$ cat config.mk
export PLATFORM = sky130hd
export DESIGN_NAME = preemptive_priority_scheduler
export DESIGN_NICKNAME = d
export VERILOG_FILES = /design/src/hdl/pps_pkg.sv /design/src/hdl/pps_cell.sv /design/src/hdl/preemptive_priority_scheduler.sv
export SDC_FILE = /design/constraint.sdc
export NUM_CORES = 2
export LEC_CHECK = 0
export ABC_AREA = 1
export BUFFER_PORTS_ARGS = -buffer_cell sky130_fd_sc_hd__buf_2
export CAP_MARGIN = 30
export CORE_ASPECT_RATIO = 1.4
export CORE_MARGIN = 2
export CORE_UTILIZATION = 58
export DETAILED_ROUTE_END_ITERATION = 8
export HOLD_SLACK_MARGIN = 0.12
export MAX_ROUTING_LAYER = met4
export PLACE_DENSITY = 0.89
export SYNTH_ARGS = -nofsm -noshare
export SYNTH_HDL_FRONTEND = slang
export SYNTH_HIERARCHICAL = 1
export SYNTH_SLANG_ARGS = --single-unit
$ cat constraint.sdc
create_clock -name clk -period 4.4 [get_ports clk]
set_input_delay 0.44 -clock clk [delete_from_list [all_inputs] [get_ports clk]]
set_output_delay 0.44 -clock clk [all_outputs]
set_load 0.02 [all_outputs]
$ cat src/hdl/pps_pkg.sv
// shared types, codes and constants of the preemptive priority scheduler
package pps_pkg;

	localparam int MAX_PROCS_DEF = 16;

	localparam int ID_W    = 16;
	localparam int PRIO_W  = 8;
	localparam int TIME_W  = 16;
	localparam int SLOT_IN_W = 4;
	localparam int PCNT_W  = 5;
	localparam int SWT_W   = 8;
	localparam int CFG_DATA_W = 8;
	localparam int CFG_IDX_W  = 1;

	// request codes
	localparam logic REQ_LOAD = 1'b0;
	localparam logic REQ_TICK = 1'b1;

	// result kinds
	localparam logic [1:0] KIND_LOAD = 2'd0;
	localparam logic [1:0] KIND_TICK = 2'd1;
	localparam logic [1:0] KIND_DONE = 2'd2;

	// configuration register indexes
	localparam logic [CFG_IDX_W-1:0] CFG_SWITCH_TIME   = 1'b0;
	localparam logic [CFG_IDX_W-1:0] CFG_PROCESS_COUNT = 1'b1;

	typedef struct packed {
		logic                 req_type;
		logic [SLOT_IN_W-1:0] slot;
		logic [ID_W-1:0]      proc_id;
		logic [PRIO_W-1:0]    priority_req;
		logic [TIME_W-1:0]    born_time;
		logic [TIME_W-1:0]    cpu_time;
	} req_t;

	typedef struct packed {
		logic [1:0]  kind;
		logic        switching;
		logic        ran;
		logic [15:0] running_id;
		logic        finished;
		logic [31:0] sim_time;
		logic [15:0] switch_count;
		logic [31:0] overhead_ticks;
		logic [47:0] total_turnaround;
	} rsp_t;

	// one table entry held by a cell
	typedef struct packed {
		logic [ID_W-1:0]   id;
		logic [PRIO_W-1:0] prio;
		logic [TIME_W-1:0] arrival;
		logic [TIME_W-1:0] remaining;
	} entry_t;

	// best candidate seen so far on the scan chain
	typedef struct packed {
		logic              found;
		logic [PRIO_W-1:0] prio;
		logic [ID_W-1:0]   id;
	} cand_t;

	// broadcast controls from the sequencer to every cell
	typedef struct packed {
		logic                 wr_en;
		logic [SLOT_IN_W-1:0] wr_slot;
		logic                 dec;
	} cell_ctl_t;

	typedef enum logic [1:0] {
		ST_IDLE,
		ST_SCAN,
		ST_RUN,
		ST_ACCUM
	} pps_state_t;

endpackage

$ cat src/hdl/pps_cell.sv
// one scheduler cell: a table entry plus one stage of the candidate scan chain
module pps_cell #(
	parameter int MAX_PROCS = pps_pkg::MAX_PROCS_DEF,
	parameter int IDX       = 0,
	parameter int SLOT_W    = $clog2(MAX_PROCS) + 1,
	parameter int CNT_W     = $clog2(MAX_PROCS + 1)
) (
	input  logic              clk,
	input  logic              arst_n,
	input  pps_pkg::cell_ctl_t ctl,
	input  pps_pkg::entry_t   wr_entry,
	input  logic [SLOT_W-1:0] sel,
	input  logic [CNT_W-1:0]  n,
	input  logic [31:0]       t,
	input  logic              tok_vld_in,
	input  pps_pkg::cand_t    tok_in,
	input  logic [SLOT_W-1:0] tok_slot_in,
	output logic              tok_vld_out,
	output pps_pkg::cand_t    tok_out,
	output logic [SLOT_W-1:0] tok_slot_out,
	output pps_pkg::entry_t   rd
);
	import pps_pkg::*;

	entry_t            entry_q;
	logic              vld_q;
	cand_t             cand_q;
	logic [SLOT_W-1:0] slot_q;
	logic              hit;
	logic              elig;
	logic              better;
	logic              take;

	assign hit = (sel == SLOT_W'(IDX));
	assign rd  = hit ? entry_q : '0;

	// entry storage: loads and one-unit decrements
	always_ff @(posedge clk) begin
		if (ctl.wr_en && (32'(ctl.wr_slot) == 32'(IDX))) begin
			entry_q <= wr_entry;
		end else if (ctl.dec && hit) begin
			entry_q.remaining <= entry_q.remaining - 16'd1;
		end
	end

	always_comb begin
		elig   = (32'(n) > 32'(IDX)) && ({16'd0, entry_q.arrival} <= t) &&
			(entry_q.remaining != '0);
		better = !tok_in.found || (entry_q.prio < tok_in.prio) ||
			((entry_q.prio == tok_in.prio) && (entry_q.id < tok_in.id));
		take   = elig && better;
	end

	always_ff @(posedge clk or negedge arst_n) begin
		if (!arst_n) begin
			vld_q <= 1'b0;
		end else begin
			vld_q <= tok_vld_in;
		end
	end

	always_ff @(posedge clk) begin
		if (take) begin
			cand_q <= '{found: 1'b1, prio: entry_q.prio, id: entry_q.id};
			slot_q <= SLOT_W'(IDX);
		end else begin
			cand_q <= tok_in;
			slot_q <= tok_slot_in;
		end
	end

	assign tok_vld_out  = vld_q;
	assign tok_out      = cand_q;
	assign tok_slot_out = slot_q;

endmodule

$ cat src/hdl/preemptive_priority_scheduler.sv
// preemptive priority scheduler: sequencer, counters and the chain of table cells
//
// command channel: an item is transferred on a rising edge with start high and busy low.
//   a load writes one table slot and is answered in the next cycle; loads may follow
//   each other in every cycle.
//   a tick runs a candidate scan through the chain of MAX_PROCS cells, one cell per
//   cycle, with the switch decision taken as the token leaves the last cell, then a run
//   cycle and an accumulate cycle; its result is registered in the accumulate cycle and
//   the next item can be transferred in the strobe cycle.
//   the scan chain dominates a tick: one comparator per cell, one cell per cycle.
//   a tick with every loaded process finished is answered in the next cycle (kind done).
// result channel: rsp is valid for exactly one cycle while rsp_strobe is high; the
//   receiver cannot hold it off and there is no stall path.
// configuration: cfg_valid/cfg_ready write channel, always ready; index 0 is the
//   switch time, index 1 the process count; write only while idle.
// reset: arst_n clears the sequencer, counters, time, switch state and registers;
//   table entries hold whatever until loaded.
module preemptive_priority_scheduler #(
	parameter int MAX_PROCS = pps_pkg::MAX_PROCS_DEF
) (
	input  logic                              clk,
	input  logic                              arst_n,
	input  logic                              start,
	output logic                              busy,
	input  pps_pkg::req_t                     req,
	output logic                              rsp_strobe,
	output pps_pkg::rsp_t                     rsp,
	input  logic                              cfg_valid,
	output logic                              cfg_ready,
	input  logic [pps_pkg::CFG_IDX_W-1:0]     cfg_index,
	input  logic [pps_pkg::CFG_DATA_W-1:0]    cfg_data
);
	import pps_pkg::*;

	localparam int SLOT_W = $clog2(MAX_PROCS) + 1;
	localparam int CNT_W  = $clog2(MAX_PROCS + 1);
	localparam logic [SLOT_W-1:0] NONE_SLOT = '1;

	// sequencer
	pps_state_t state_q, state_d;

	// configuration
	logic [SWT_W-1:0]  switch_time_q;
	logic [PCNT_W-1:0] process_count_q;

	// scheduling state
	logic [SLOT_W-1:0] cur_q;
	logic [SLOT_W-1:0] pend_q;
	logic [SWT_W-1:0]  switch_left_q;
	logic [31:0]       tick_time_q;
	logic [4:0]        fin_count_q;
	logic [15:0]       switches_q;
	logic [31:0]       overhead_q;
	logic [47:0]       turnaround_q;

	// per-tick working registers
	logic        sw_q;
	logic        ran_q;
	logic [15:0] rid_q;
	logic        fin_q;
	logic [32:0] ta_q;

	// result register
	logic strobe_q;
	rsp_t rsp_q;

	// chain wiring
	logic              tok_vld [MAX_PROCS+1];
	cand_t             tok     [MAX_PROCS+1];
	logic [SLOT_W-1:0] tok_slot[MAX_PROCS+1];
	entry_t            rd_w    [MAX_PROCS];
	entry_t            rd_any;

	cell_ctl_t  ctl;
	entry_t     wr_entry;
	logic [CNT_W-1:0] n_eff;
	logic       accept;
	logic       all_done;
	logic       inject;
	logic       scan_end;
	logic       run_ok;

	// decision values at the end of the scan
	logic [SLOT_W-1:0] best;
	logic [SLOT_W-1:0] d_cur;
	logic [SLOT_W-1:0] d_pend;
	logic [SWT_W-1:0]  d_sl;
	logic              d_sw;
	logic              d_new_switch;

	logic [33:0] ta_diff;
	logic [48:0] sum_next;
	logic [47:0] turnaround_next;

	// process count clamps at the table size
	assign n_eff = (32'(process_count_q) > 32'(MAX_PROCS)) ? CNT_W'(MAX_PROCS) :
		CNT_W'(process_count_q);

	assign accept   = start && !busy;
	assign all_done = (32'(fin_count_q) >= 32'(n_eff));
	assign scan_end = tok_vld[MAX_PROCS];
	assign cfg_ready = 1'b1;

	assign wr_entry = '{id: req.proc_id, prio: req.priority_req, arrival: req.born_time,
		remaining: req.cpu_time};

	// next state and broadcast controls
	always_comb begin
		state_d     = state_q;
		busy        = 1'b1;
		inject      = 1'b0;
		ctl.wr_en   = 1'b0;
		ctl.wr_slot = req.slot;
		ctl.dec     = 1'b0;
		case (state_q)
			ST_IDLE: begin
				busy = 1'b0;
				if (start) begin
					if (req.req_type == REQ_LOAD) begin
						ctl.wr_en = 1'b1;
					end else if (!all_done) begin
						inject  = 1'b1;
						state_d = ST_SCAN;
					end
				end
			end
			ST_SCAN: begin
				if (scan_end) begin
					state_d = ST_RUN;
				end
			end
			ST_RUN: begin
				ctl.dec = run_ok;
				state_d = ST_ACCUM;
			end
			ST_ACCUM: begin
				state_d = ST_IDLE;
			end
			default: begin
				state_d = ST_IDLE;
			end
		endcase
	end

	always_ff @(posedge clk or negedge arst_n) begin
		if (!arst_n) begin
			state_q <= ST_IDLE;
		end else begin
			state_q <= state_d;
		end
	end

	// scan chain: token enters cell 0 and ripples one cell per cycle
	assign tok_vld[0]  = inject;
	assign tok[0]      = '0;
	assign tok_slot[0] = NONE_SLOT;

	for (genvar i = 0; i < MAX_PROCS; i++) begin : g_cell
		pps_cell #(
			.MAX_PROCS(MAX_PROCS),
			.IDX      (i),
			.SLOT_W   (SLOT_W),
			.CNT_W    (CNT_W)
		) u_cell (
			.clk         (clk),
			.arst_n      (arst_n),
			.ctl         (ctl),
			.wr_entry    (wr_entry),
			.sel         (cur_q),
			.n           (n_eff),
			.t           (tick_time_q),
			.tok_vld_in  (tok_vld[i]),
			.tok_in      (tok[i]),
			.tok_slot_in (tok_slot[i]),
			.tok_vld_out (tok_vld[i+1]),
			.tok_out     (tok[i+1]),
			.tok_slot_out(tok_slot[i+1]),
			.rd          (rd_w[i])
		);
	end

	// only the selected cell drives a nonzero entry
	always_comb begin
		rd_any = '0;
		for (int i = 0; i < MAX_PROCS; i++) begin
			rd_any = rd_any | rd_w[i];
		end
	end

	// switch decision once the token leaves the last cell
	always_comb begin
		best         = tok[MAX_PROCS].found ? tok_slot[MAX_PROCS] : NONE_SLOT;
		d_cur        = cur_q;
		d_pend       = pend_q;
		d_sl         = switch_left_q;
		d_sw         = 1'b0;
		d_new_switch = 1'b0;
		if (switch_left_q != '0) begin
			// switch in progress: burn one overhead tick
			d_sw = 1'b1;
			d_sl = switch_left_q - 8'd1;
			if (d_sl == '0) begin
				d_cur  = pend_q;
				d_pend = NONE_SLOT;
			end
		end else if (best != cur_q) begin
			if ((switch_time_q != '0) && (best != NONE_SLOT)) begin
				d_sw         = 1'b1;
				d_new_switch = 1'b1;
				d_sl         = switch_time_q - 8'd1;
				if (d_sl == '0) begin
					d_cur  = best;
					d_pend = NONE_SLOT;
				end else begin
					d_cur  = NONE_SLOT;
					d_pend = best;
				end
			end else begin
				// instant hand-over
				d_cur = best;
			end
		end
	end

	// run cycle: the selected process executes when no switch is pending and it has time left
	assign run_ok  = (switch_left_q == '0) && (cur_q != NONE_SLOT) &&
		(rd_any.remaining != '0);
	assign ta_diff = {2'b00, tick_time_q} + 34'd1 - {18'd0, rd_any.arrival};

	// accumulate cycle: saturating turnaround sum
	assign sum_next        = {1'b0, turnaround_q} + 49'(ta_q);
	assign turnaround_next = sum_next[48] ? '1 : sum_next[47:0];

	always_ff @(posedge clk or negedge arst_n) begin
		if (!arst_n) begin
			switch_time_q   <= '0;
			process_count_q <= '0;
		end else if (cfg_valid && cfg_ready) begin
			case (cfg_index)
				CFG_SWITCH_TIME:   switch_time_q   <= cfg_data;
				CFG_PROCESS_COUNT: process_count_q <= cfg_data[PCNT_W-1:0];
				default: ;
			endcase
		end
	end

	always_ff @(posedge clk or negedge arst_n) begin
		if (!arst_n) begin
			cur_q         <= NONE_SLOT;
			pend_q        <= NONE_SLOT;
			switch_left_q <= '0;
			tick_time_q   <= '0;
			fin_count_q   <= '0;
			switches_q    <= '0;
			overhead_q    <= '0;
			turnaround_q  <= '0;
			strobe_q      <= 1'b0;
		end else begin
			strobe_q <= 1'b0;
			case (state_q)
				ST_IDLE: begin
					if (accept && ((req.req_type == REQ_LOAD) || all_done)) begin
						strobe_q <= 1'b1;
					end
				end
				ST_SCAN: begin
					if (scan_end) begin
						cur_q         <= d_cur;
						pend_q        <= d_pend;
						switch_left_q <= d_sl;
						if (d_sw && (overhead_q != '1)) begin
							overhead_q <= overhead_q + 32'd1;
						end
						if (d_new_switch && (switches_q != '1)) begin
							switches_q <= switches_q + 16'd1;
						end
					end
				end
				ST_RUN: begin
					if (run_ok && (rd_any.remaining == 16'd1)) begin
						cur_q <= NONE_SLOT;
						if (fin_count_q != '1) begin
							fin_count_q <= fin_count_q + 5'd1;
						end
					end
				end
				ST_ACCUM: begin
					turnaround_q <= turnaround_next;
					tick_time_q  <= tick_time_q + 32'd1;
					strobe_q     <= 1'b1;
				end
				default: ;
			endcase
		end
	end

	// per-tick payload registers
	always_ff @(posedge clk) begin
		if (state_q == ST_SCAN && scan_end) begin
			sw_q <= d_sw;
		end
		if (state_q == ST_RUN) begin
			ran_q <= run_ok;
			rid_q <= run_ok ? rd_any.id : '0;
			fin_q <= run_ok && (rd_any.remaining == 16'd1);
			// negative turnaround adds nothing
			ta_q  <= (run_ok && (rd_any.remaining == 16'd1) && !ta_diff[33]) ?
				ta_diff[32:0] : '0;
		end
	end

	// result register
	always_ff @(posedge clk) begin
		if (state_q == ST_IDLE && accept) begin
			rsp_q.kind             <= (req.req_type == REQ_LOAD) ? KIND_LOAD : KIND_DONE;
			rsp_q.switching        <= 1'b0;
			rsp_q.ran              <= 1'b0;
			rsp_q.running_id       <= '0;
			rsp_q.finished         <= 1'b0;
			rsp_q.sim_time         <= tick_time_q;
			rsp_q.switch_count     <= switches_q;
			rsp_q.overhead_ticks   <= overhead_q;
			rsp_q.total_turnaround <= turnaround_q;
		end else if (state_q == ST_ACCUM) begin
			rsp_q.kind             <= KIND_TICK;
			rsp_q.switching        <= sw_q;
			rsp_q.ran              <= ran_q;
			rsp_q.running_id       <= rid_q;
			rsp_q.finished         <= fin_q;
			rsp_q.sim_time         <= tick_time_q;
			rsp_q.switch_count     <= switches_q;
			rsp_q.overhead_ticks   <= overhead_q;
			rsp_q.total_turnaround <= turnaround_next;
		end
	end

	assign rsp_strobe = strobe_q;
	assign rsp        = rsp_q;

`ifndef ASSERT_OFF
	// the scan token only leaves the chain while the sequencer waits for it
	a_scan_in_scan: assert property (@(posedge clk) disable iff (!arst_n)
		scan_end |-> (state_q == ST_SCAN))
		else $error("scan token left the chain outside the scan phase");

	// a switch in progress always has a target
	a_switch_target: assert property (@(posedge clk) disable iff (!arst_n)
		(switch_left_q != '0) |-> (pend_q != NONE_SLOT))
		else $error("switch in progress without a pending target");

	// a finishing tick must have run a process
	a_finish_ran: assert property (@(posedge clk) disable iff (!arst_n)
		(rsp_strobe && rsp.finished) |-> rsp.ran)
		else $error("finished reported without a running process");

	// the finished count never goes backwards
	a_fin_monotonic: assert property (@(posedge clk) disable iff (!arst_n)
		(fin_count_q != $past(fin_count_q)) |-> (fin_count_q == $past(fin_count_q) + 5'd1))
		else $error("finished count changed by other than one");
`endif

endmodule
==> impl_metrics.yaml <==
route:
  routed_wl_um: 302000
  drtIter0Drc: 9872
  vias: 84667
  wl_per_cell_um: 20.2
  final_antenna_net_count: 0
  drcViolationCount: 9
  dr.pass1.iters: 9
  vias_per_cell: 5.67
timing:
  period_share_pct: 95.9
  slew_viol_final: 0
  holdWs_ns: 0.159
  setup_viol_count_final: 0
  worstMarginPinSlew_ns: 1.06
  fmax_mhz: 237
  max_slew_margin_pct: 29.4
  hold_viol: 0
  fin_worst_skew_ns: 0.0610
  fin_ws_ns: 0.179
  finalCriticalPeriod_ns: 4.22
floorplan:
  die_w_um: 353
  start_util_pct: 58.3
  coreArea_um2: 170000
  dieArea_um2: 174000
  ios: 226
  rows: 179
  die_h_um: 493
worst_setup_path:
  critPathLaunchType: "register"
  crit_path_top_delay_cell: "dfstp_2"
  critPathMaxFanout: 17
  crit_type: "reg -> reg"
  cpPeakStageDelay_ns: 0.62
  cp.required_ns: 4.97
  setup.worst_path.end_class: "register"
  crit_family: "simple AND/OR/NAND/NOR gates"
  path_buf_inv: 5
  ff2ff_setup_slack_ns: 0.18
  worstPathArrival_ns: 4.79
global_route:
  grt_max_degree: 116
  grt_use_total_pct: 34.9
  overflow: 0
  grt_pass1_wl_um: 455000
  grt_pass1_vias: 82853
  antenna_found_initial: 11
run_status:
  violations: "DRC"
  status: "complete, but fails checks"
synth:
  syn_area_um2: 99000
  synth.avg_cell_area_um2: 8.18
  syn_inst: 12112
  yosysWarnings: 6
placement:
  dp_cells: 14540
  gp_congestion: 1.04
  dp_slack_ns: 0.0470
  dpl.hpwl_um: 220000
  numPortBuffers: 224
final_layout:
  final_common_cell: "nand2_1"
  final_nets: 13336
  final_util_pct: 64.5
  seqCellArea_um2: 46500
  stdcell_count: 14926
  layout-area-overhead-vs-synth_pct: 10.7
  multi_input_area_um2: 43200
  fillers: 13047
  drive_gt1_share_pct: 8.89
  final_cell_mix: "nand2_1, inv_1, nor2_1"
job:
  max-cap-violations: 0
pwr:
  power_leakage_nw: 52.1
  peakVddDrop_mv: 0.497
  power_density_nw_per_um2: 506
  total_power_w: 0.0554
cts:
  h-tree-depth: 4
  clock-root-buffer: "clkbuf_16"
  clock_path_buffers: 3
  cts_sinks: 1736
  clk_latency_ns: 0.86
  cts_buffers: 164
  cts_tree: "built"
  clk_pin_slew_ns: 0.06
worst_hold_path:
  timing.hold.worst.class: "in -> reg"
-- registers in the layout (all words and copies together), names as in the netlist, 16 cells and up --
| signal | count |
|---|---|
| g_cell.u_cell/entry_q | 896 |
| g_cell.u_cell/tok_out | 376 |
| rsp | 149 |
| g_cell.u_cell/tok_slot_out | 80 |
| turnaround_q | 48 |
| ta_q | 33 |
| overhead_q | 32 |
| tick_time_q | 32 |
| g_cell.u_cell/tok_vld_out | 16 |
| rid_q | 16 |
| switches_q | 16 |
-- repair_timing --
action,4_1_cts,5_1_grt
hold endpoints to repair,680,0
hold buffers,54,0
endpoints found under the setup margin,0,33
setup buffers,0,6
gates resized for setup,0,30
-- per-layer routing --
layer	wire length [um]	GRT usage, %	up-vias	share of wire (%)
met4	26800	26.7	0	8.9
li1	-	-	39532	-
met2	145000	57.7	4837	48
met5	0	-	-	0
met1	103000	37.6	38817	34
met3	28300	5.62	1481	9.4
-- power by group --
| part | switching (W) | internal (W) |
|---|---|---|
| combinational | 0.0129 | 0.00609 |
| sequential | 0.00157 | 0.0201 |
| clock | 0.00662 | 0.00816 |
-- through the flow --
step	cell area, um2	TNS, ns
final	110000	0
after global routing	110000	-0.367
after CTS	109000	0
after detailed placement	103000	0
after global placement	103000	0
after floorplan	99200	0
-- worst reg2reg max path, stage by stage, from the launching register on --
cell and delay [ns]:
dfstp_2 0.62, clkbuf_4 0.22, buf_4 0.16, nand2_1 0.06
nor2_1 0.10, nand3b_1 0.09, buf_4 0.17, buf_2 0.19
nor2_1 0.10, nor4_1 0.06, nand2_1 0.10, nor2_1 0.08
ha_1 0.18, ha_1 0.21, fa_1 0.41, nand3_1 0.11
nand3_1 0.11, nand2_1 0.08, nand3_1 0.09, nand4_1 0.10
nand3_2 0.14, nand2_1 0.09, nand3_1 0.08, nand2_2 0.15
buf_12 0.17, nor2_1 0.07
-- final timing paths --
path	end	from	depth (start not counted)
setup / recovery	ta_q[7]$_SDFFCE_PN0P_	cur_q[2]$_DFFE_PN1P_	25
hold / removal	g_cell[6].u_cell/entry_q[39]$_DFFE_PP_	req[39]	1
setup reg to reg	ta_q[7]$_SDFFCE_PN0P_	cur_q[2]$_DFFE_PN1P_	25
hold reg to reg	g_cell[6].u_cell/tok_vld_out$_DFF_PN0_	g_cell[5].u_cell/tok_vld_out$_DFF_PN0_	0
max in group asynchronous	overhead_q[11]$_DFFE_PN0P_	arst_n	3
min in group asynchronous	turnaround_q[9]$_DFFE_PN0P_	arst_n	2
-- cell type report --
cell class	instances	share of cell area (%)
well taps	2262	2.58
clock inverters	90	0.956
repair buffers	483	3.09
multi-input cells	8003	39.5
flip-flops and latches	1736	42.4
clock buffers	220	4.21
inverters	2118	7.26
diodes	14	0.0320
Note: power is estimated with default switching activity, not from simulation.
